--- config.mk ---
export PLATFORM = sky130hd
export DESIGN_NAME = dual_serial_controller_regs_flat
export DESIGN_NICKNAME = d
export VERILOG_FILES = /design/src/rtl/dsc_pkg.sv /design/src/rtl/dsc_item_if.sv /design/src/rtl/dsc_result_if.sv /design/src/rtl/dsc_core.sv /design/src/rtl/dual_serial_controller_regs.sv /design/src/flat_wrapper.sv
export SDC_FILE = /design/constraint.sdc
export NUM_CORES = 1
export LEC_CHECK = 0
export BUFFER_PORTS_ARGS = -buffer_cell sky130_fd_sc_hd__clkbuf_2
export CORE_MARGIN = 1
export CORE_UTILIZATION = 55
export CTS_CLUSTER_DIAMETER = 60
export DETAILED_ROUTE_END_ITERATION = 10
export PLACE_DENSITY = 0.81
export SLEW_MARGIN = 10
export SYNTH_ARGS = -nofsm -noshare
export SYNTH_HDL_FRONTEND = slang
export SYNTH_SLANG_ARGS = --single-unit
--- constraint.sdc ---
create_clock -name clk_i -period 6.35 [get_ports clk_i]
set_input_delay 1.27 -clock clk_i [delete_from_list [all_inputs] [get_ports clk_i]]
set_output_delay 1.27 -clock clk_i [all_outputs]
set_load 0.01 [all_outputs]
--- src/rtl/dsc_pkg.sv ---
// package: types, codes and channel helper functions of the dual serial controller
package dsc_pkg;

  localparam int unsigned RX_FIFO_DEPTH = 3;
  localparam int unsigned CNT_W = $clog2(RX_FIFO_DEPTH + 1);

  // pending flag bits
  localparam int unsigned PF_TX  = 0;
  localparam int unsigned PF_EXT = 1;
  localparam int unsigned PF_ARM = 2;

  typedef enum logic [2:0] {
    KIND_READ    = 3'd0,
    KIND_WRITE   = 3'd1,
    KIND_RX      = 3'd2,
    KIND_TX_DONE = 3'd3,
    KIND_MODEM   = 3'd4
  } kind_e;

  typedef enum logic [2:0] {
    PORT_CMD_B  = 3'd0,
    PORT_CMD_A  = 3'd1,
    PORT_DATA_B = 3'd2,
    PORT_DATA_A = 3'd3,
    PORT_ENH_B  = 3'd4,
    PORT_ENH_A  = 3'd5
  } port_e;

  // register pointer values
  localparam logic [3:0] RP_CMD  = 4'd0;
  localparam logic [3:0] RP_1    = 4'd1;
  localparam logic [3:0] RP_IVEC = 4'd2;
  localparam logic [3:0] RP_3    = 4'd3;
  localparam logic [3:0] RP_4    = 4'd4;
  localparam logic [3:0] RP_5    = 4'd5;
  localparam logic [3:0] RP_DATA = 4'd8;
  localparam logic [3:0] RP_MIC  = 4'd9;
  localparam logic [3:0] RP_15   = 4'd15;

  // wr0 command field, bits 5:3
  localparam logic [2:0] CMD_POINT_HIGH = 3'd1;
  localparam logic [2:0] CMD_RESET_EXT  = 3'd2;
  localparam logic [2:0] CMD_ARM_RX     = 3'd4;
  localparam logic [2:0] CMD_RESET_TX   = 3'd5;
  localparam logic [2:0] CMD_ERR_RESET  = 3'd6;

  // wr9 reset field, bits 7:6
  localparam logic [1:0] RST_CH_B = 2'd1;
  localparam logic [1:0] RST_CH_A = 2'd2;
  localparam logic [1:0] RST_HW   = 2'd3;

  // configuration register index
  localparam logic CFG_IRQ_SHARED = 1'b0;

  typedef struct packed {
    logic [7:0]                        w1;
    logic [7:0]                        w3;
    logic [7:0]                        w5;
    logic [7:0]                        w15;
    logic [7:0]                        rr0;
    logic [7:0]                        rr1;
    logic [7:0]                        rr8;
    logic [RX_FIFO_DEPTH-1:0][7:0]     fifo;
    logic [CNT_W-1:0]                  cnt;
    logic [2:0]                        pend;
    logic                              enh;
  } ch_t;

  // channel state after hardware reset
  localparam ch_t CH_RESET = '{w1: 8'h00, w3: 8'h00, w5: 8'h00, w15: 8'hF8,
                               rr0: 8'h44, rr1: 8'h07, rr8: 8'h00, fifo: '0,
                               cnt: '0, pend: 3'b100, enh: 1'b0};

  typedef struct packed {
    logic [2:0] kind;
    logic [2:0] port;
    logic       channel;
    logic [7:0] data_in;
    logic       line_connected;
  } item_t;

  typedef struct packed {
    logic [7:0] read_data;
    logic       irq_line_a;
    logic       irq_line_b;
    logic       tx_strobe;
    logic [7:0] tx_byte;
    logic       tx_channel;
    logic       rx_enabled_a;
    logic       rx_enabled_b;
  } res_t;

  function automatic ch_t chan_reset(ch_t c);
    ch_t r;
    r      = c;
    r.cnt  = '0;
    r.pend = 3'b100;
    r.w1   = c.w1 & 8'h24;
    r.w3   = c.w3 & 8'hFE;
    r.w5   = c.w5 & 8'h61;
    r.w15  = 8'hF8;
    r.rr0  = (c.rr0 & 8'h38) | 8'h44;
    r.rr1  = 8'h07;
    return r;
  endfunction

  function automatic logic [2:0] irq_bits(ch_t c);
    logic [1:0] mode;
    logic       special;
    logic       have;
    logic [2:0] b;
    mode    = c.w1[4:3];
    special = c.rr1[6:4] != 3'd0;
    have    = c.cnt != '0;
    b[0]    = c.pend[PF_EXT] & c.w1[0];
    b[1]    = c.pend[PF_TX] & c.w1[1] & c.w5[3];
    b[2]    = c.w3[0] & ((special && mode != 2'b00) ||
              (have && (mode == 2'b10 || (mode == 2'b01 && c.pend[PF_ARM]))));
    return b;
  endfunction

  // receive fifo pop, head value taken by the caller
  function automatic ch_t chan_pop(ch_t c);
    ch_t r;
    r = c;
    if (c.cnt != '0) begin
      for (int i = 0; i < int'(RX_FIFO_DEPTH) - 1; i++) begin
        r.fifo[i] = c.fifo[i+1];
      end
      r.cnt = c.cnt - CNT_W'(1);
    end
    r.rr0[0]      = 1'b0;
    r.rr8         = (c.cnt != '0) ? c.fifo[0] : 8'h00;
    r.pend[PF_ARM] = 1'b0;
    return r;
  endfunction

  function automatic ch_t chan_push_tx(ch_t c);
    ch_t r;
    r             = c;
    r.pend[PF_TX] = 1'b0;
    r.rr0[2]      = 1'b0;
    r.rr1[0]      = 1'b0;
    return r;
  endfunction

endpackage

--- src/rtl/dsc_item_if.sv ---
// interface: input item channel with valid/ready handshake
interface dsc_item_if;
  logic       valid;
  logic       ready;
  logic [2:0] kind;
  logic [2:0] port;
  logic       channel;
  logic [7:0] data_in;
  logic       line_connected;

  modport source (output valid, kind, port, channel, data_in, line_connected, input ready);
  modport sink (input valid, kind, port, channel, data_in, line_connected, output ready);
endinterface

--- src/rtl/dsc_result_if.sv ---
// interface: result channel with valid/ready handshake
interface dsc_result_if;
  logic       valid;
  logic       ready;
  logic [7:0] read_data;
  logic       irq_line_a;
  logic       irq_line_b;
  logic       tx_strobe;
  logic [7:0] tx_byte;
  logic       tx_channel;
  logic       rx_enabled_a;
  logic       rx_enabled_b;

  modport source (output valid, read_data, irq_line_a, irq_line_b, tx_strobe, tx_byte,
                  tx_channel, rx_enabled_a, rx_enabled_b, input ready);
  modport sink (input valid, read_data, irq_line_a, irq_line_b, tx_strobe, tx_byte,
                tx_channel, rx_enabled_a, rx_enabled_b, output ready);
endinterface

--- src/rtl/dsc_core.sv ---
// controller state and the per-transaction update logic
module dsc_core import dsc_pkg::*; (
  input  logic  clk_i,
  input  logic  rst_ni,
  input  logic  en_i,
  input  item_t item_i,
  input  logic  irq_shared_i,
  output res_t  res_o
);

  ch_t        ch_q [2];
  ch_t        ch_d [2];
  logic [3:0] ptr_q, ptr_d;
  logic [7:0] ivec_q, ivec_d;
  logic       mie_q, mie_d;

  ch_t        cn;
  logic       tc;
  logic       rst_a, rst_b, rst_hw;
  logic [7:0] rd;
  logic       tx_fire;
  logic [7:0] tx_val;
  logic [7:0] d;
  logic [7:0] cur;
  logic [7:0] lines;
  logic       ia, ib;

  always_comb begin
    d       = item_i.data_in;
    tc      = (kind_e'(item_i.kind) == KIND_READ || kind_e'(item_i.kind) == KIND_WRITE)
              ? ~item_i.port[0] : item_i.channel;
    cn      = tc ? ch_q[1] : ch_q[0];
    ptr_d   = ptr_q;
    ivec_d  = ivec_q;
    mie_d   = mie_q;
    rst_a   = 1'b0;
    rst_b   = 1'b0;
    rst_hw  = 1'b0;
    rd      = 8'h00;
    tx_fire = 1'b0;
    tx_val  = 8'h00;
    cur     = 8'h00;
    lines   = 8'h00;
    case (kind_e'(item_i.kind))
      KIND_READ: begin
        case (port_e'(item_i.port))
          PORT_CMD_B, PORT_CMD_A: begin
            ptr_d = RP_CMD;
            case (ptr_q)
              RP_3: rd = tc ? 8'h00 : {2'b00, irq_bits(ch_q[0]), irq_bits(ch_q[1])};
              RP_IVEC: rd = ivec_q;
              RP_CMD: begin
                cn.rr0[0] = cn.w3[0] && (cn.cnt != '0);
                rd        = cn.rr0;
              end
              RP_DATA: begin
                rd = (cn.cnt != '0) ? cn.fifo[0] : 8'h00;
                cn = chan_pop(cn);
              end
              RP_1: rd = cn.rr1;
              default: rd = 8'h00;
            endcase
          end
          PORT_DATA_B, PORT_DATA_A: begin
            rd = (cn.cnt != '0) ? cn.fifo[0] : 8'h00;
            cn = chan_pop(cn);
          end
          PORT_ENH_B, PORT_ENH_A: rd = {3'b000, cn.enh, 4'h0};
          default: rd = 8'h00;
        endcase
      end
      KIND_WRITE: begin
        case (port_e'(item_i.port))
          PORT_CMD_B, PORT_CMD_A: begin
            ptr_d = RP_CMD;
            case (ptr_q)
              RP_CMD: begin
                ptr_d = {1'b0, d[2:0]};
                case (d[5:3])
                  CMD_POINT_HIGH: ptr_d[3] = 1'b1;
                  CMD_RESET_EXT:  cn.pend[PF_EXT] = 1'b0;
                  CMD_ARM_RX:     cn.pend[PF_ARM] = 1'b1;
                  CMD_RESET_TX:   cn.pend[PF_TX] = 1'b0;
                  CMD_ERR_RESET:  cn.rr1[6:4] = 3'b000;
                  default: ;
                endcase
              end
              RP_IVEC: ivec_d = d;
              RP_MIC: begin
                case (d[7:6])
                  RST_CH_B: rst_b = 1'b1;
                  RST_CH_A: rst_a = 1'b1;
                  RST_HW:   rst_hw = 1'b1;
                  default: ;
                endcase
                mie_d = d[3];
              end
              RP_1: begin
                if (d[1] && !cn.w1[1] && cn.rr0[2]) cn.pend[PF_TX] = 1'b1;
                if ((d[4:3] ^ cn.w1[4:3]) != 2'b00) cn.pend[PF_ARM] = 1'b1;
                cn.w1 = d;
              end
              RP_3: begin
                cur = cn.w3;
                if (cur[4] != d[4]) begin
                  cur[4]    = 1'b1;
                  cn.rr0[4] = 1'b1;
                end
                if (cur[0] != d[0]) begin
                  cur[0] = d[0];
                  if (!d[0]) begin
                    cur[4]    = 1'b1;
                    cn.rr0[4] = 1'b1;
                  end
                end
                cn.w3 = (cur & 8'h11) | (d & 8'hEE);
              end
              RP_4: begin
                if (d[3:2] == 2'b00 && d[5:4] == 2'b10 && !cn.w3[0]) cn.rr0[4] = 1'b1;
              end
              RP_5: cn.w5 = d;
              RP_DATA: begin
                tx_fire = 1'b1;
                tx_val  = d;
                cn      = chan_push_tx(cn);
              end
              RP_15: cn.w15 = d;
              default: ;
            endcase
          end
          PORT_DATA_B, PORT_DATA_A: begin
            tx_fire = 1'b1;
            tx_val  = d;
            cn      = chan_push_tx(cn);
          end
          PORT_ENH_B, PORT_ENH_A: cn.enh = d[4];
          default: ;
        endcase
      end
      KIND_RX: begin
        if (cn.w3[0]) begin
          if (cn.cnt < CNT_W'(RX_FIFO_DEPTH)) begin
            for (int i = 0; i < int'(RX_FIFO_DEPTH); i++) begin
              if (cn.cnt == CNT_W'(i)) cn.fifo[i] = d;
            end
            cn.cnt = cn.cnt + CNT_W'(1);
          end else begin
            cn.rr1[5] = 1'b1;
          end
        end
      end
      KIND_TX_DONE: begin
        if (!cn.rr0[2]) begin
          cn.rr0[2]      = 1'b1;
          cn.rr1[0]      = 1'b1;
          cn.pend[PF_TX] = 1'b1;
        end
      end
      KIND_MODEM: begin
        lines = item_i.line_connected ? 8'h28 : 8'h00;
        if (((cn.rr0 ^ lines) & cn.w15 & 8'h28) != 8'h00) cn.pend[PF_EXT] = 1'b1;
        cn.rr0 = (cn.rr0 & 8'hD7) | lines;
      end
      default: ;
    endcase

    ch_d[0] = tc ? ch_q[0] : cn;
    ch_d[1] = tc ? cn : ch_q[1];
    if (rst_hw) begin
      ch_d[0] = chan_reset(ch_d[0]);
      ch_d[1] = chan_reset(ch_d[1]);
    end
    if (rst_a) ch_d[0] = chan_reset(ch_d[0]);
    if (rst_b) ch_d[1] = chan_reset(ch_d[1]);

    ia = mie_d && (irq_bits(ch_d[0]) != 3'b000);
    ib = mie_d && (irq_bits(ch_d[1]) != 3'b000);

    res_o.read_data    = rd;
    res_o.irq_line_a   = irq_shared_i ? (ia | ib) : ia;
    res_o.irq_line_b   = irq_shared_i ? 1'b0 : ib;
    res_o.tx_strobe    = tx_fire;
    res_o.tx_byte      = tx_val;
    res_o.tx_channel   = tx_fire & tc;
    res_o.rx_enabled_a = ch_d[0].w3[0];
    res_o.rx_enabled_b = ch_d[1].w3[0];
  end

  always_ff @(posedge clk_i or negedge rst_ni) begin
    if (!rst_ni) begin
      for (int c = 0; c < 2; c++) begin
        ch_q[c] <= CH_RESET;
      end
      ptr_q  <= '0;
      ivec_q <= '0;
      mie_q  <= 1'b0;
    end else if (en_i) begin
      ch_q[0] <= ch_d[0];
      ch_q[1] <= ch_d[1];
      ptr_q   <= ptr_d;
      ivec_q  <= ivec_d;
      mie_q   <= mie_d;
    end
  end

endmodule

--- src/rtl/dual_serial_controller_regs.sv ---
// top level: dual serial controller register model with item, result and apb ports
// Two-channel serial controller register model. Each transaction on the item channel
// (bus read or write through the six ports, received byte, transmit done, modem line
// update) produces exactly one result transaction carrying read data, both interrupt
// levels, a transmit strobe with its byte and channel, and the receiver enable bits.
// An item is captured in an input register, processed by the update logic and written
// to a result register, so one item can be taken every clock; the result register
// stalls the pipe only while a result waits and the sink holds ready low. The only
// configuration register, irq_shared, sits at apb byte address 0 and should be
// written while idle.
module dual_serial_controller_regs import dsc_pkg::*; (
  input  logic          clk_i,
  input  logic          rst_ni,
  dsc_item_if.sink      in_if,
  dsc_result_if.source  out_if,
  input  logic          psel,
  input  logic          penable,
  input  logic          pwrite,
  input  logic [2:0]    paddr,
  input  logic [31:0]   pwdata,
  output logic [31:0]   prdata,
  output logic          pready
);

  item_t item_q;
  logic  item_valid_q;
  res_t  res_d, res_q;
  logic  out_valid_q;
  logic  irq_shared_q;
  logic  advance;

  // item moves on when the result register is free or being drained
  assign advance     = item_valid_q && (!out_valid_q || out_if.ready);
  assign in_if.ready = !item_valid_q || advance;

  // input register
  always_ff @(posedge clk_i or negedge rst_ni) begin
    if (!rst_ni) begin
      item_valid_q <= 1'b0;
    end else if (in_if.ready) begin
      item_valid_q <= in_if.valid;
    end
  end

  always_ff @(posedge clk_i) begin
    if (in_if.valid && in_if.ready) begin
      item_q.kind           <= in_if.kind;
      item_q.port           <= in_if.port;
      item_q.channel        <= in_if.channel;
      item_q.data_in        <= in_if.data_in;
      item_q.line_connected <= in_if.line_connected;
    end
  end

  dsc_core u_core (
    .clk_i        (clk_i),
    .rst_ni       (rst_ni),
    .en_i         (advance),
    .item_i       (item_q),
    .irq_shared_i (irq_shared_q),
    .res_o        (res_d)
  );

  // result register
  always_ff @(posedge clk_i or negedge rst_ni) begin
    if (!rst_ni) begin
      out_valid_q <= 1'b0;
    end else if (advance) begin
      out_valid_q <= 1'b1;
    end else if (out_if.ready) begin
      out_valid_q <= 1'b0;
    end
  end

  always_ff @(posedge clk_i) begin
    if (advance) begin
      res_q <= res_d;
    end
  end

  assign out_if.valid        = out_valid_q;
  assign out_if.read_data    = res_q.read_data;
  assign out_if.irq_line_a   = res_q.irq_line_a;
  assign out_if.irq_line_b   = res_q.irq_line_b;
  assign out_if.tx_strobe    = res_q.tx_strobe;
  assign out_if.tx_byte      = res_q.tx_byte;
  assign out_if.tx_channel   = res_q.tx_channel;
  assign out_if.rx_enabled_a = res_q.rx_enabled_a;
  assign out_if.rx_enabled_b = res_q.rx_enabled_b;

  // apb configuration register, pready tied high
  assign pready = 1'b1;

  always_ff @(posedge clk_i or negedge rst_ni) begin
    if (!rst_ni) begin
      irq_shared_q <= 1'b0;
    end else if (psel && penable && pwrite && paddr[2] == CFG_IRQ_SHARED) begin
      irq_shared_q <= pwdata[0];
    end
  end

  assign prdata = (paddr[2] == CFG_IRQ_SHARED) ? {31'b0, irq_shared_q} : 32'b0;

endmodule

--- src/flat_wrapper.sv ---
// flat-port wrapper written by rule: the top's interface ports become plain ports
module dual_serial_controller_regs_flat import dsc_pkg::*;
  (clk_i, rst_ni, psel, penable, pwrite, paddr, pwdata, prdata, pready, in_if_valid, in_if_kind, in_if_port, in_if_channel, in_if_data_in, in_if_line_connected, in_if_ready, out_if_valid, out_if_read_data, out_if_irq_line_a, out_if_irq_line_b, out_if_tx_strobe, out_if_tx_byte, out_if_tx_channel, out_if_rx_enabled_a, out_if_rx_enabled_b, out_if_ready);
  dsc_item_if in_if_i ();
  dsc_result_if out_if_i ();
  input  logic clk_i;
  input  logic rst_ni;
  input  logic psel;
  input  logic penable;
  input  logic pwrite;
  input  logic [2:0] paddr;
  input  logic [31:0] pwdata;
  output logic [31:0] prdata;
  output logic pready;
  input wire logic [$bits(in_if_i.valid)-1:0] in_if_valid;
  input wire logic [$bits(in_if_i.kind)-1:0] in_if_kind;
  input wire logic [$bits(in_if_i.port)-1:0] in_if_port;
  input wire logic [$bits(in_if_i.channel)-1:0] in_if_channel;
  input wire logic [$bits(in_if_i.data_in)-1:0] in_if_data_in;
  input wire logic [$bits(in_if_i.line_connected)-1:0] in_if_line_connected;
  output wire logic [$bits(in_if_i.ready)-1:0] in_if_ready;
  output wire logic [$bits(out_if_i.valid)-1:0] out_if_valid;
  output wire logic [$bits(out_if_i.read_data)-1:0] out_if_read_data;
  output wire logic [$bits(out_if_i.irq_line_a)-1:0] out_if_irq_line_a;
  output wire logic [$bits(out_if_i.irq_line_b)-1:0] out_if_irq_line_b;
  output wire logic [$bits(out_if_i.tx_strobe)-1:0] out_if_tx_strobe;
  output wire logic [$bits(out_if_i.tx_byte)-1:0] out_if_tx_byte;
  output wire logic [$bits(out_if_i.tx_channel)-1:0] out_if_tx_channel;
  output wire logic [$bits(out_if_i.rx_enabled_a)-1:0] out_if_rx_enabled_a;
  output wire logic [$bits(out_if_i.rx_enabled_b)-1:0] out_if_rx_enabled_b;
  input wire logic [$bits(out_if_i.ready)-1:0] out_if_ready;
  assign in_if_i.valid = in_if_valid;
  assign in_if_i.kind = in_if_kind;
  assign in_if_i.port = in_if_port;
  assign in_if_i.channel = in_if_channel;
  assign in_if_i.data_in = in_if_data_in;
  assign in_if_i.line_connected = in_if_line_connected;
  assign in_if_ready = in_if_i.ready;
  assign out_if_valid = out_if_i.valid;
  assign out_if_read_data = out_if_i.read_data;
  assign out_if_irq_line_a = out_if_i.irq_line_a;
  assign out_if_irq_line_b = out_if_i.irq_line_b;
  assign out_if_tx_strobe = out_if_i.tx_strobe;
  assign out_if_tx_byte = out_if_i.tx_byte;
  assign out_if_tx_channel = out_if_i.tx_channel;
  assign out_if_rx_enabled_a = out_if_i.rx_enabled_a;
  assign out_if_rx_enabled_b = out_if_i.rx_enabled_b;
  assign out_if_i.ready = out_if_ready;
  dual_serial_controller_regs u_core (.clk_i(clk_i), .rst_ni(rst_ni), .in_if(in_if_i), .out_if(out_if_i), .psel(psel), .penable(penable), .pwrite(pwrite), .paddr(paddr), .pwdata(pwdata), .prdata(prdata), .pready(pready));
endmodule
== Word level (Yosys, flattened, before mapping) ==
Index checks and enable logic that the tools add are counted.

* Add/sub/neg operators: 2
* Order comparisons: 1
* Eq/ne operators: 41
* Mux-type cells: 105
* Bitwise logic cells: 25
* Reductions and logical operators: 71

{| class="wikitable"
|+ Operators with widths
! kind !! number
|-
| $mux 86 || 5
|-
| $mux 172 || 1
|-
| $pmux 85 s2 || 1
|-
| $pmux 47 s2 || 1
|-
| $pmux 26 s3 || 1
|-
| $mux 8 || 9
|-
| $pmux 32 s2 || 1
|-
| $mux 1 || 52
|-
| $mux 26 || 2
|-
| $pmux 8 s5 || 1
|-
| $mux 38 || 1
|-
| $mux 35 || 1
|-
| $pmux 8 s2 || 2
|-
| $logic_and 1x1->1 || 24
|-
| $pmux 8 s3 || 1
|-
| $reduce_bool 2->1 || 12
|-
| $reduce_bool 3->1 || 7
|-
| $eq 3x3->1 const B || 6
|-
| $mux 18 || 1
|-
| $and 1x1->1 || 17
|-
| $eq 2x2->1 const B || 8
|-
| $mux 4 || 4
|-
| $pmux 4 s2 || 2
|-
| $eq 3x2->1 const B || 5
|-
| 36 further kinds || 80
|}

* Register bits after elaboration: 226
* Bits of input ports: 58
* Output and inout bits: 57
* Word-level logic and storage cells: 298

== Logic depth before layout (Yosys ltp) ==
Gate-level depths: netlist of run 1.

* Word-level depth: 28
* Depth in mapped cells: 12
* Mapped depth without buffers: 8

== By module ==
A second synthesis of run 1 with hierarchy kept.

* Cell total of the unflattened synthesis: 860
* Area, all modules: 8630.8 sq um

{| class="wikitable"
|+ By module, submodules not included
! module !! instances !! cells an instance !! area each (sq um) !! sequential area each (sq um)
|-
| dsc_core || 1 || 776 || 7099.3 || 3047.9
|-
| dual_serial_controller_regs || 1 || 84 || 1531.5 || 1216.2
|}

== Least setup slack after synthesis of run 1 ==
Ideal clock, no wire load.

* Path type: input -> register
* Start: in out_if_ready
* End: reg u_core.u_core.ivec_q[0]
* Library setup time: 0.125 ns
* Arrival: 3.292 ns
* Data required time: 6.225 ns
* Path slack: 2.934 ns
* Stages on the path: 7
* Buffers on the path: 2
* Cells stage by stage: nand2b_1 nand2_1 inv_1 clkbuf_1 and3_1 clkbuf_1 mux2_2

* Longest elaborated chain between the ends: 3

{| class="wikitable"
|+ Ends and longest elaborated chain
! item !! line !! RTL
|-
| start: declaration || flat_wrapper.sv:31 || <nowiki>input wire logic [$bits(out_if_i.ready)-1:0] out_if_ready;</nowiki>
|-
| $logic_or 1x1->1 || dual_serial_controller_regs.sv:33 || <nowiki>assign advance = item_valid_q && (!out_valid_q || out_if.ready);</nowiki>
|-
| $logic_and 1x1->1 || dual_serial_controller_regs.sv:33 ||
|-
| net u_core.advance || dual_serial_controller_regs.sv:30 || <nowiki>logic advance;</nowiki>
|-
| $reduce_and 4->1 (no line) || -- ||
|-
| end signal: assignment || dsc_core.sv:201 || <nowiki>ivec_q <= ivec_d;</nowiki>
|-
| end: declaration || dsc_core.sv:14 || <nowiki>logic [7:0] ivec_q, ivec_d;</nowiki>
|}

The timed path passes the listed nets, and every way through them passes these cells.
A chain may end at the register's enable or synchronous reset.

==> results of run 1 <==
[cell families after synthesis]
| logic type | after synthesis | share of synthesized area (%) |
|---|---|---|
| flip-flops | 162 | 50.3 |
| multiplexers | 60 | 7.64 |
| buffers and inverters | 84 | 5.66 |
| XOR/XNOR | 2 | 0.207 |
| adder cells (fa/ha/maj) | 1 | 0.147 |
| AO/OA/AOI/OAI | 213 | 17.1 |
| AND/OR/NAND/NOR | 309 | 18.9 |
| other | 2 | 0.0885 |
[sequential cells by signal, indices dropped and copies added (netlist names), 4 cells and up]
name                     cells
u_core.u_core.ivec_q         8
u_core.out_if.read_data      8
u_core.u_core.ch_q         108
u_core.u_core.ptr_q          4
u_core.item_q               16
u_core.out_if.tx_byte        8
[cell type report]
class                      instances  area [um^2]
inverter                           7         26.3
sequential                       162         4260
tap                              188          235
clock inverter                    15          154
multi-input combinational        617         3860
timing repair buffer              58          315
clock buffer                      17          425
fill                            1229         5870
[per-stage QoR]
step / util (%) / cell area, um^2 / instances / hold WS (ps) / setup WS (ps)
floorplan: - / 8600 / 863 / 445 / 2930
global placement: 57.4 / 8700 / 1032 / 461 / 2410
detailed placement: 57.4 / 8700 / 1032 / 467 / 2380
CTS: 61.2 / 9280 / 1064 / 482 / 2610
global route: 61.2 / 9280 / 1064 / 496 / 2320
finish: 61.2 / 9280 / 1064 / 480 / 2510
[worst paths after layout]
path | end | slack (ps) | cells after the start
setup / recovery | u_core.out_if.irq_line_a | 2510 | 9
hold / removal | u_core.u_core.ch_q[17] | 480 | 2
setup reg to reg | u_core.out_if.irq_line_a | 2510 | 9
hold reg to reg | u_core.u_core.ch_q[17] | 480 | 2
max in group asynchronous | u_core.u_core.ch_q[156] | 4100 | 2
min in group asynchronous | u_core.u_core.ch_q[45] | 850 | 1
[Yosys cell counts (all sizes together), types with 3 or more instances]
cell / count / share of area (%)
nand2: 134 / 6.0
dfrtp: 108 / 32
o21ai: 63 / 3.7
buf: 55 / 4.4
nor2: 50 / 2.2
edfxtp: 38 / 13
mux2: 38 / 5.0
a21oi: 36 / 2.1
clkbuf: 22 / 0.99
mux2i: 22 / 2.6
a22o: 19 / 2.0
nand2b: 18 / 1.3
nand3: 18 / 1.2
and2: 17 / 1.3
dfstp: 16 / 5.0
a221oi: 15 / 2.0
o22ai: 13 / 0.96
a31oi: 12 / 0.88
nor3: 11 / 0.91
nor4: 10 / 1.3
and3: 9 / 0.66
inv: 7 / 0.31
nor2b: 7 / 0.52
or2: 7 / 0.52
o22a: 6 / 0.62
or3: 6 / 0.50
nor3b: 5 / 0.56
o211ai: 5 / 0.44
o21bai: 5 / 0.49
a22oi: 4 / 0.35
nand4: 4 / 0.29
a211oi: 3 / 0.27
a21boi: 3 / 0.27
nor4b: 3 / 0.56
[power groups by stage]
stage          logic, mW  clock network (mW)  registers [mW]
2_1_floorplan      0.497                   0            1.36
3_3_place_gp       0.630                   0            1.41
3_5_place_dp       0.641                   0            1.42
4_1_cts            0.647                1.03            1.40
5_1_grt            0.720                1.07            1.42
6_report           0.659                1.02            1.41
[tightest hold or removal path, stage by stage, from the launching register on]
cell	delay, ps
dfrtp_1	340
nand2_1	50
o21ai_0	60
[cell usage in the layout (no fill, tap or decap), types with 7 or more instances in the layout]
cell type / Yosys / layout
nand2_1: 133 / 133
dfrtp_1: 108 / 108
nor2_1: 49 / 49
clkbuf_2: 1 / 48
o21ai_0: 44 / 44
mux2_2: 38 / 38
edfxtp_1: 38 / 38
a21oi_1: 36 / 36
conb_1: 2 / 32
mux2i_1: 22 / 22
o21ai_1: 19 / 19
a22o_1: 19 / 19
nand2b_1: 18 / 18
and2_1: 17 / 17
clkbuf_16: 0 / 17
nand3_1: 16 / 16
dfstp_2: 16 / 16
o22ai_1: 13 / 13
a31oi_1: 12 / 12
buf_4: 32 / 10
nor3_1: 9 / 9
a221oi_1: 9 / 9
and3_1: 9 / 9
inv_1: 7 / 7
nor4_1: 7 / 7
nor2b_1: 7 / 7
[routing by layer]
metal	part of all wire, %	GRT usage [%]
met5	0	0
met4	2.1	11.2
met3	10	7.39
met2	46	44.3
met1	42	41.4
==> results.txt, run 1 <==
run status = finished, violations left
failing checks = DRC
pwr/cell area = 333 nW/um^2
Relative slew margins = 24.6%
Synth Flop Type = dfrtp_1
RR Startpoint = u_core.item_q[14]
clock buffer depth = 2
min-delay src = u_core.u_core.ch_q[17]
max-cap viol count = 0
Sink Count = 162
mean routed wirelength per cell = 21.2 um
WP data required = 6540 ps
Clk Latency, worst-skew pair = 440 ps
Max Clock Freq = 0.260 GHz
Synth Cell Area = 8480 um^2
initial antenna violation count = 0
sequential group share of total power = 45.6%
post-synthesis sequential area ratio = 50.3%
CTS resizes = 0
Die H = 126 um
Sw Pwr = 1.01 mW
H-tree Lvls = 4
# hold bufs at CTS = 0
Critical Path Start = u_core.item_q[14]
Worst Max-Slew Pin Slew = 1100 ps
Post-synth EDFFs = 38
DRT antenna net count = 0
Die Width = 126 um
grt ovf = 0
Routed WL = 22.6 mm
CTS buffer count = 17
setup TNS = 0 ps
Layout Nets = 922
Clock power frac = 33.0%
Root Driver = clkbuf_16
endpoints failing hold = 0
Setup CP Type = reg -> reg
core area = 15100 um^2
Starting Density = 56.0%
IR drop worst, VDD = 0.000215 V
Cell variety after synth = 85
first-pass GRT wire length = 35.5 mm
Worst Path Arrival = 4030 ps
logic gate share of total power = 21.3%
port buffer count = 49
Int Pwr = 2.08 mW
yosys warns = 0
crit-path cells = or3b_1 -> nand2_1 -> buf_4 -> mux2i_1 -> o22ai_1 -> o2bb2ai_1 -> o21ai_1 -> o211ai_1 -> a221o_1
Total Power = 3.09 mW
drt via density = 6.39
Critical Path Max Stage Delay = 680 ps
DRC = 2
Yosys reg bits = 162
First-pass DRT Iterations = 11
CTS tree = done
final slew viol count = 0
area delta synth->final = 9.35%
final RePlAce weighted congestion = 1.03
share of cells above drive strength 1 = 19.5%
row count = 45
RSZ-0062 raised after global routing = false
min cycle time layout = 3840 ps
hpwl dp = 15.2 mm
final setup violating endpoints = 0
gr usage total = 29.5%
Sw Ratio = 32.6%
vias in the first global route = 6336
cell family with most CP delay = compound AO/OA/AOI/OAI gates
Startpoint Class = flop
slowest CP cell = edfxtp_1
Buf/Inv on CP = 1
CTS clk-pin slew, worst paths = 70 ps
Inserted Diodes = 0
Setup Buffers After CTS = 0
Clock Skews = 10.6 ps
post-synthesis average cell area = 10.2 um^2
post-synthesis async set-or-reset flop share = 76.5%
Syn Inst Count = 833
# IOs = 115
Leakage = 3.98 nW
pin count of the biggest net entering global routing = 76
fin crit share = 60.5%
DR iter-0 viols = 801
Max FO, Critical Path = 37
Hold Crit Class = reg -> reg
die area = 15900 um^2
total number of vias = 6803
endpoint class of the critical path = flop
Note: power is estimated with default switching activity, not from simulation.
==> run 2: changes to the inputs <==
- CORE_UTILIZATION: 55 -> 52
- PLACE_DENSITY: 0.81 -> 0.8
- clock period: 6.35 -> 3.1 ns (I/O delays scaled with it)
==> results.txt, run 2 (same netlist as run 1, synthesis figures left out) <==
run status = finished, final reports clean
commonest cells after routing, fill and taps aside = nand2_1, dfrtp_1, buf_4
area delta synth->final = 15.8%
vias in the first global route = 6757
fillers = 1289
Die H = 130 um
Setup CP Type = reg -> reg
Worst Path Arrival = 3300 ps
min cycle time layout = 3000 ps
Register Area = 4260 um^2
final instance area = 9830 um^2
max-cap viol count = 0
Layout Nets = 977
endpoint class of the critical path = flop
Startpoint Class = flop
Max Clock Freq = 0.333 GHz
mean routed wirelength per cell = 20.4 um
slowest CP cell = a2111oi_0
Relative slew margins = 34.2%
CTS clk-pin slew, worst paths = 70 ps
IR drop worst, VDD = 0.000412 V
CTS tree = done
CTS buffer count = 17
gr usage total = 29.4%
# hold bufs at CTS = 0
# IOs = 115
Routed WL = 23.4 mm
core area = 15900 um^2
grt ovf = 0
Leakage = 4.29 nW
Root Driver = clkbuf_16
port buffer count = 49
DR iter-0 viols = 817
DRT antenna net count = 0
Die Width = 130 um
Worst Max-Slew Pin Slew = 981 ps
endpoints failing hold = 0
max FFs per register = 108
row count = 46
crit-path cells = buf_4 -> nor3b_4 -> o21ai_1 -> buf_4 -> nand2_2 -> buf_4 -> nor2_1 -> nor2_1 -> a222oi_1 -> a2111oi_0 -> buf_4
final RePlAce weighted congestion = 1.01
footprint of the multi-input gates = 3880 um^2
final setup violating endpoints = 0
share of cells above drive strength 1 = 24.7%
total number of vias = 7043
Sink Count = 162
fin crit share = 96.7%
register with the most flip-flops = u_core.u_core.ch_q
final slew viol count = 0
Critical Path Start = u_core.item_q[15]
Largest regs = u_core.u_core.ch_q (108), u_core.item_q (16)
WP data required = 3410 ps
RR Startpoint = u_core.item_q[15]
post-layout util = 61.9%
pin count of the biggest net entering global routing = 54
Hold Crit Class = in -> async
CP most frequent cell = buf_4
drt via density = 6.14
DRC = 0
most frequent standard cell in the layout excluding fill and tap cells = nand2_1
hpwl dp = 16.4 mm
Critical Path Max Stage Delay = 530 ps
First-pass DRT Iterations = 6
Inserted Diodes = 0
initial antenna violation count = 0
first-pass GRT wire length = 37.0 mm
pwr/cell area = 673 nW/um^2
Area after DPL = 9130 um^2
Max FO, Critical Path = 8
Clk Latency, worst-skew pair = 430 ps
Clock Skews = 8.35 ps
clock buffer depth = 2
die area = 16800 um^2
Starting Density = 53.4%
H-tree Lvls = 4
run 2: metrics by stage:
stage	total power [mW]	setup TNS, ps	instances	hold WS [ps]	setup WS, ps
after floorplan	3.81	0	863	324	303
after global placement	4.26	0	1110	461	176
after detailed placement	4.31	0	1110	470	135
after CTS	6.57	0	1142	238	111
after global routing	6.88	-36.8	1147	265	-24.1
final	6.61	0	1147	220	101
run 2: path summary, 6_finish.rpt:
check | end | slack [ps] | cells past startpoint
min reg2reg | u_core.u_core.ch_q[106] | 480 | 2
min | u_core.u_core.ch_q[53] | 220 | 1
max in group asynchronous | u_core.u_core.ch_q[48] | 2110 | 2
max reg2reg | u_core.out_if.read_data[4] | 100 | 11
max | u_core.out_if.read_data[4] | 100 | 11
min in group clk_i | u_core.item_q[3] | 370 | 1
run 2: power by group:
part / internal, mW / total [mW] / switching, mW / leakage, nW
registers: 2.57 / 2.87 / 0.300 / 2.02
logic: 0.587 / 1.49 / 0.900 / 1.97
clock network: 1.37 / 2.26 / 0.889 / 0.304
total: 4.52 / 6.61 / 2.09 / 4.29
run 2: area by class of cell:
cell class                      count  share of cell area, %
Clock buffer                       19                   4.41
Inverter                            7                  0.267
Tap cell                          216                   2.75
Clock inverter                     13                   2.01
Sequential cell                   162                   43.4
Multi-Input combinational cell    617                   39.5
Timing Repair Buffer              113                   7.67
run 2: worst max-delay path, delay by kind of cell (launching register included):
family                 cells  cell delay [ps]
buffers and inverters      4              800
AOI/OAI and AO/OA          3              790
and+or+nand+nor            4              780
DFF                        1              520
run 2: timing repair:
| item | CTS | global route |
|---|---|---|
| buffers inserted | 0 | 5 |
| resized for setup | 0 | 5 |
| endpoints found under the setup margin | 0 | 4 |
run 2: routing by layer:
metal	vias up	wire [um]	GRT usage, %
met5	-	0	0
met4	0	876	14.2
met3	93	2200	7.63
met2	415	10600	43.8
met1	3382	9680	40.2
li1	3153	-	-
==> run 3: changes to the inputs <==
- CORE_UTILIZATION: 52 -> 55
- PLACE_DENSITY: 0.8 -> 0.77
- clock period: 3.1 -> 3.6 ns (I/O delays scaled with it)
==> results.txt, run 3 (same netlist as run 1, synthesis figures left out) <==
run status = finished, final reports clean
Clk Latency, worst-skew pair = 440 ps
post-route setup slack = 292 ps
H-tree Lvls = 4
Max Clock Freq = 0.302 GHz
DRC = 0
filler-free cell count of the finished design = 1085
# IOs = 115
DR iter-0 viols = 693
Clock Skews = 7.66 ps
post-layout util = 62.6%
Root Driver = clkbuf_16
Die Width = 126 um
worst r2r dst = u_core.out_if.read_data[4]
dpl ws = 469 ps
max FFs per register = 108
Relative slew margins = 40.9%
IR drop worst, VDD = 0.000365 V
vias in the first global route = 6469
final slew viol count = 0
area delta synth->final = 11.8%
footprint of the multi-input gates = 3860 um^2
endpoint class of the critical path = flop
port buffer count = 49
met2 Usage GRT = 43.3%
mean routed wirelength per cell = 20.8 um
min cycle time layout = 3310 ps
Worst Max-Slew Pin Slew = 881 ps
pin count of the biggest net entering global routing = 52
placed insts = 1053
RSZ-0062 raised after global routing = false
Setup CP Type = reg -> reg
CTS tree = done
CTS resizes = 0
M3 GR Usage = 7.22%
Setup Buffers After CTS = 0
Layout Nets = 943
hpwl dp = 15.5 mm
RR Startpoint = u_core.item_q[15]
pwr/cell area = 584 nW/um^2
First-pass DRT Iterations = 5
grt ovf = 0
Hold Crit Class = in -> async
WP data required = 3910 ps
final RePlAce weighted congestion = 0.966
Top Usage Layer GRT = met2
Largest regs = u_core.u_core.ch_q (108), u_core.item_q (16)
final setup violating endpoints = 0
Routed WL = 22.5 mm
CTS buffer count = 17
DRT antenna net count = 0
die area = 15900 um^2
fillers = 1218
commonest cells after routing, fill and taps aside = nand2_1, dfrtp_1, nor2_1
share of cells above drive strength 1 = 21.5%
clock buffer depth = 2
row count = 45
CTS clk-pin slew, worst paths = 60 ps
Die H = 126 um
Sink Count = 162
Inserted Diodes = 0
reg2reg setup slack = 290 ps
max-cap viol count = 0
Worst Path Arrival = 3610 ps
fin crit share = 91.9%
core area = 15100 um^2
gr usage total = 29.6%
setup TNS = 0 ps
register with the most flip-flops = u_core.u_core.ch_q
most frequent standard cell in the layout excluding fill and tap cells = nand2_1
endpoints failing hold = 0
drt via density = 6.40
# hold bufs at CTS = 0
Max FO, Critical Path = 14
FF-to-FF path depth = 11
total number of vias = 6939
initial antenna violation count = 0
Total Power = 5.53 mW
Starting Density = 56.0%
first-pass GRT wire length = 35.7 mm
Register Area = 4260 um^2
Startpoint Class = flop
Leakage = 4.11 nW
routing usage on met1 = 42.0%
-- run 3: layout make-up --
cell class                 count  share of cell area [%]
clock buffer                  20                    4.94
clock inverter                12                    1.54
inverter                       7                   0.277
multi-input combinational    617                    40.7
sequential                   162                    45.0
tap                          188                    2.48
timing repair buffer          79                    5.12
-- run 3: report_power, final --
part	internal, mW	total [mW]	switching, mW
sequential	2.21	2.46	0.246
clock	1.10	1.88	0.783
combinational	0.460	1.20	0.739
-- run 3: per-stage QoR --
step	hold WS [ps]	cell area (um^2)
2_1_floorplan	424	8600
3_3_place_gp	462	8870
3_5_place_dp	469	8870
4_1_cts	332	9480
5_1_grt	360	9480
6_report	307	9480
-- run 3: how the worst max path moves through the flow --
stage | end | slack [ps] | cells after the start | from
floorplan | u_core.u_core.ivec_q[0] | 730 | 7 | out_if_ready
global placement | u_core.out_if.irq_line_a | 500 | 8 | u_core.item_q[15]
detailed placement | u_core.out_if.read_data[4] | 470 | 11 | u_core.item_q[15]
CTS | u_core.out_if.read_data[4] | 430 | 11 | u_core.item_q[15]
global route | u_core.out_if.read_data[4] | 220 | 11 | u_core.item_q[15]
finish | u_core.out_if.read_data[4] | 290 | 11 | u_core.item_q[15]
-- run 3: worst max-delay path: stages, from the launching register on --
cell and delay (ps):
edfxtp_1 560, or3b_1 600, nand2_1 200, buf_4 240
buf_4 240, nand2_1 130, nor2_1 150, a21oi_1 60
o221ai_1 140, a222oi_1 110, a2111oi_0 520, buf_4 220
-- run 3: routing by layer --
| metal | part of all wire, % | up-vias | routed length [um] |
|---|---|---|---|
| li1 | - | 3075 | - |
| met1 | 43 | 3363 | 9580 |
| met2 | 45 | 434 | 10000 |
| met3 | 9.7 | 67 | 2190 |
| met4 | 3.1 | 0 | 699 |
| met5 | 0 | - | 0 |
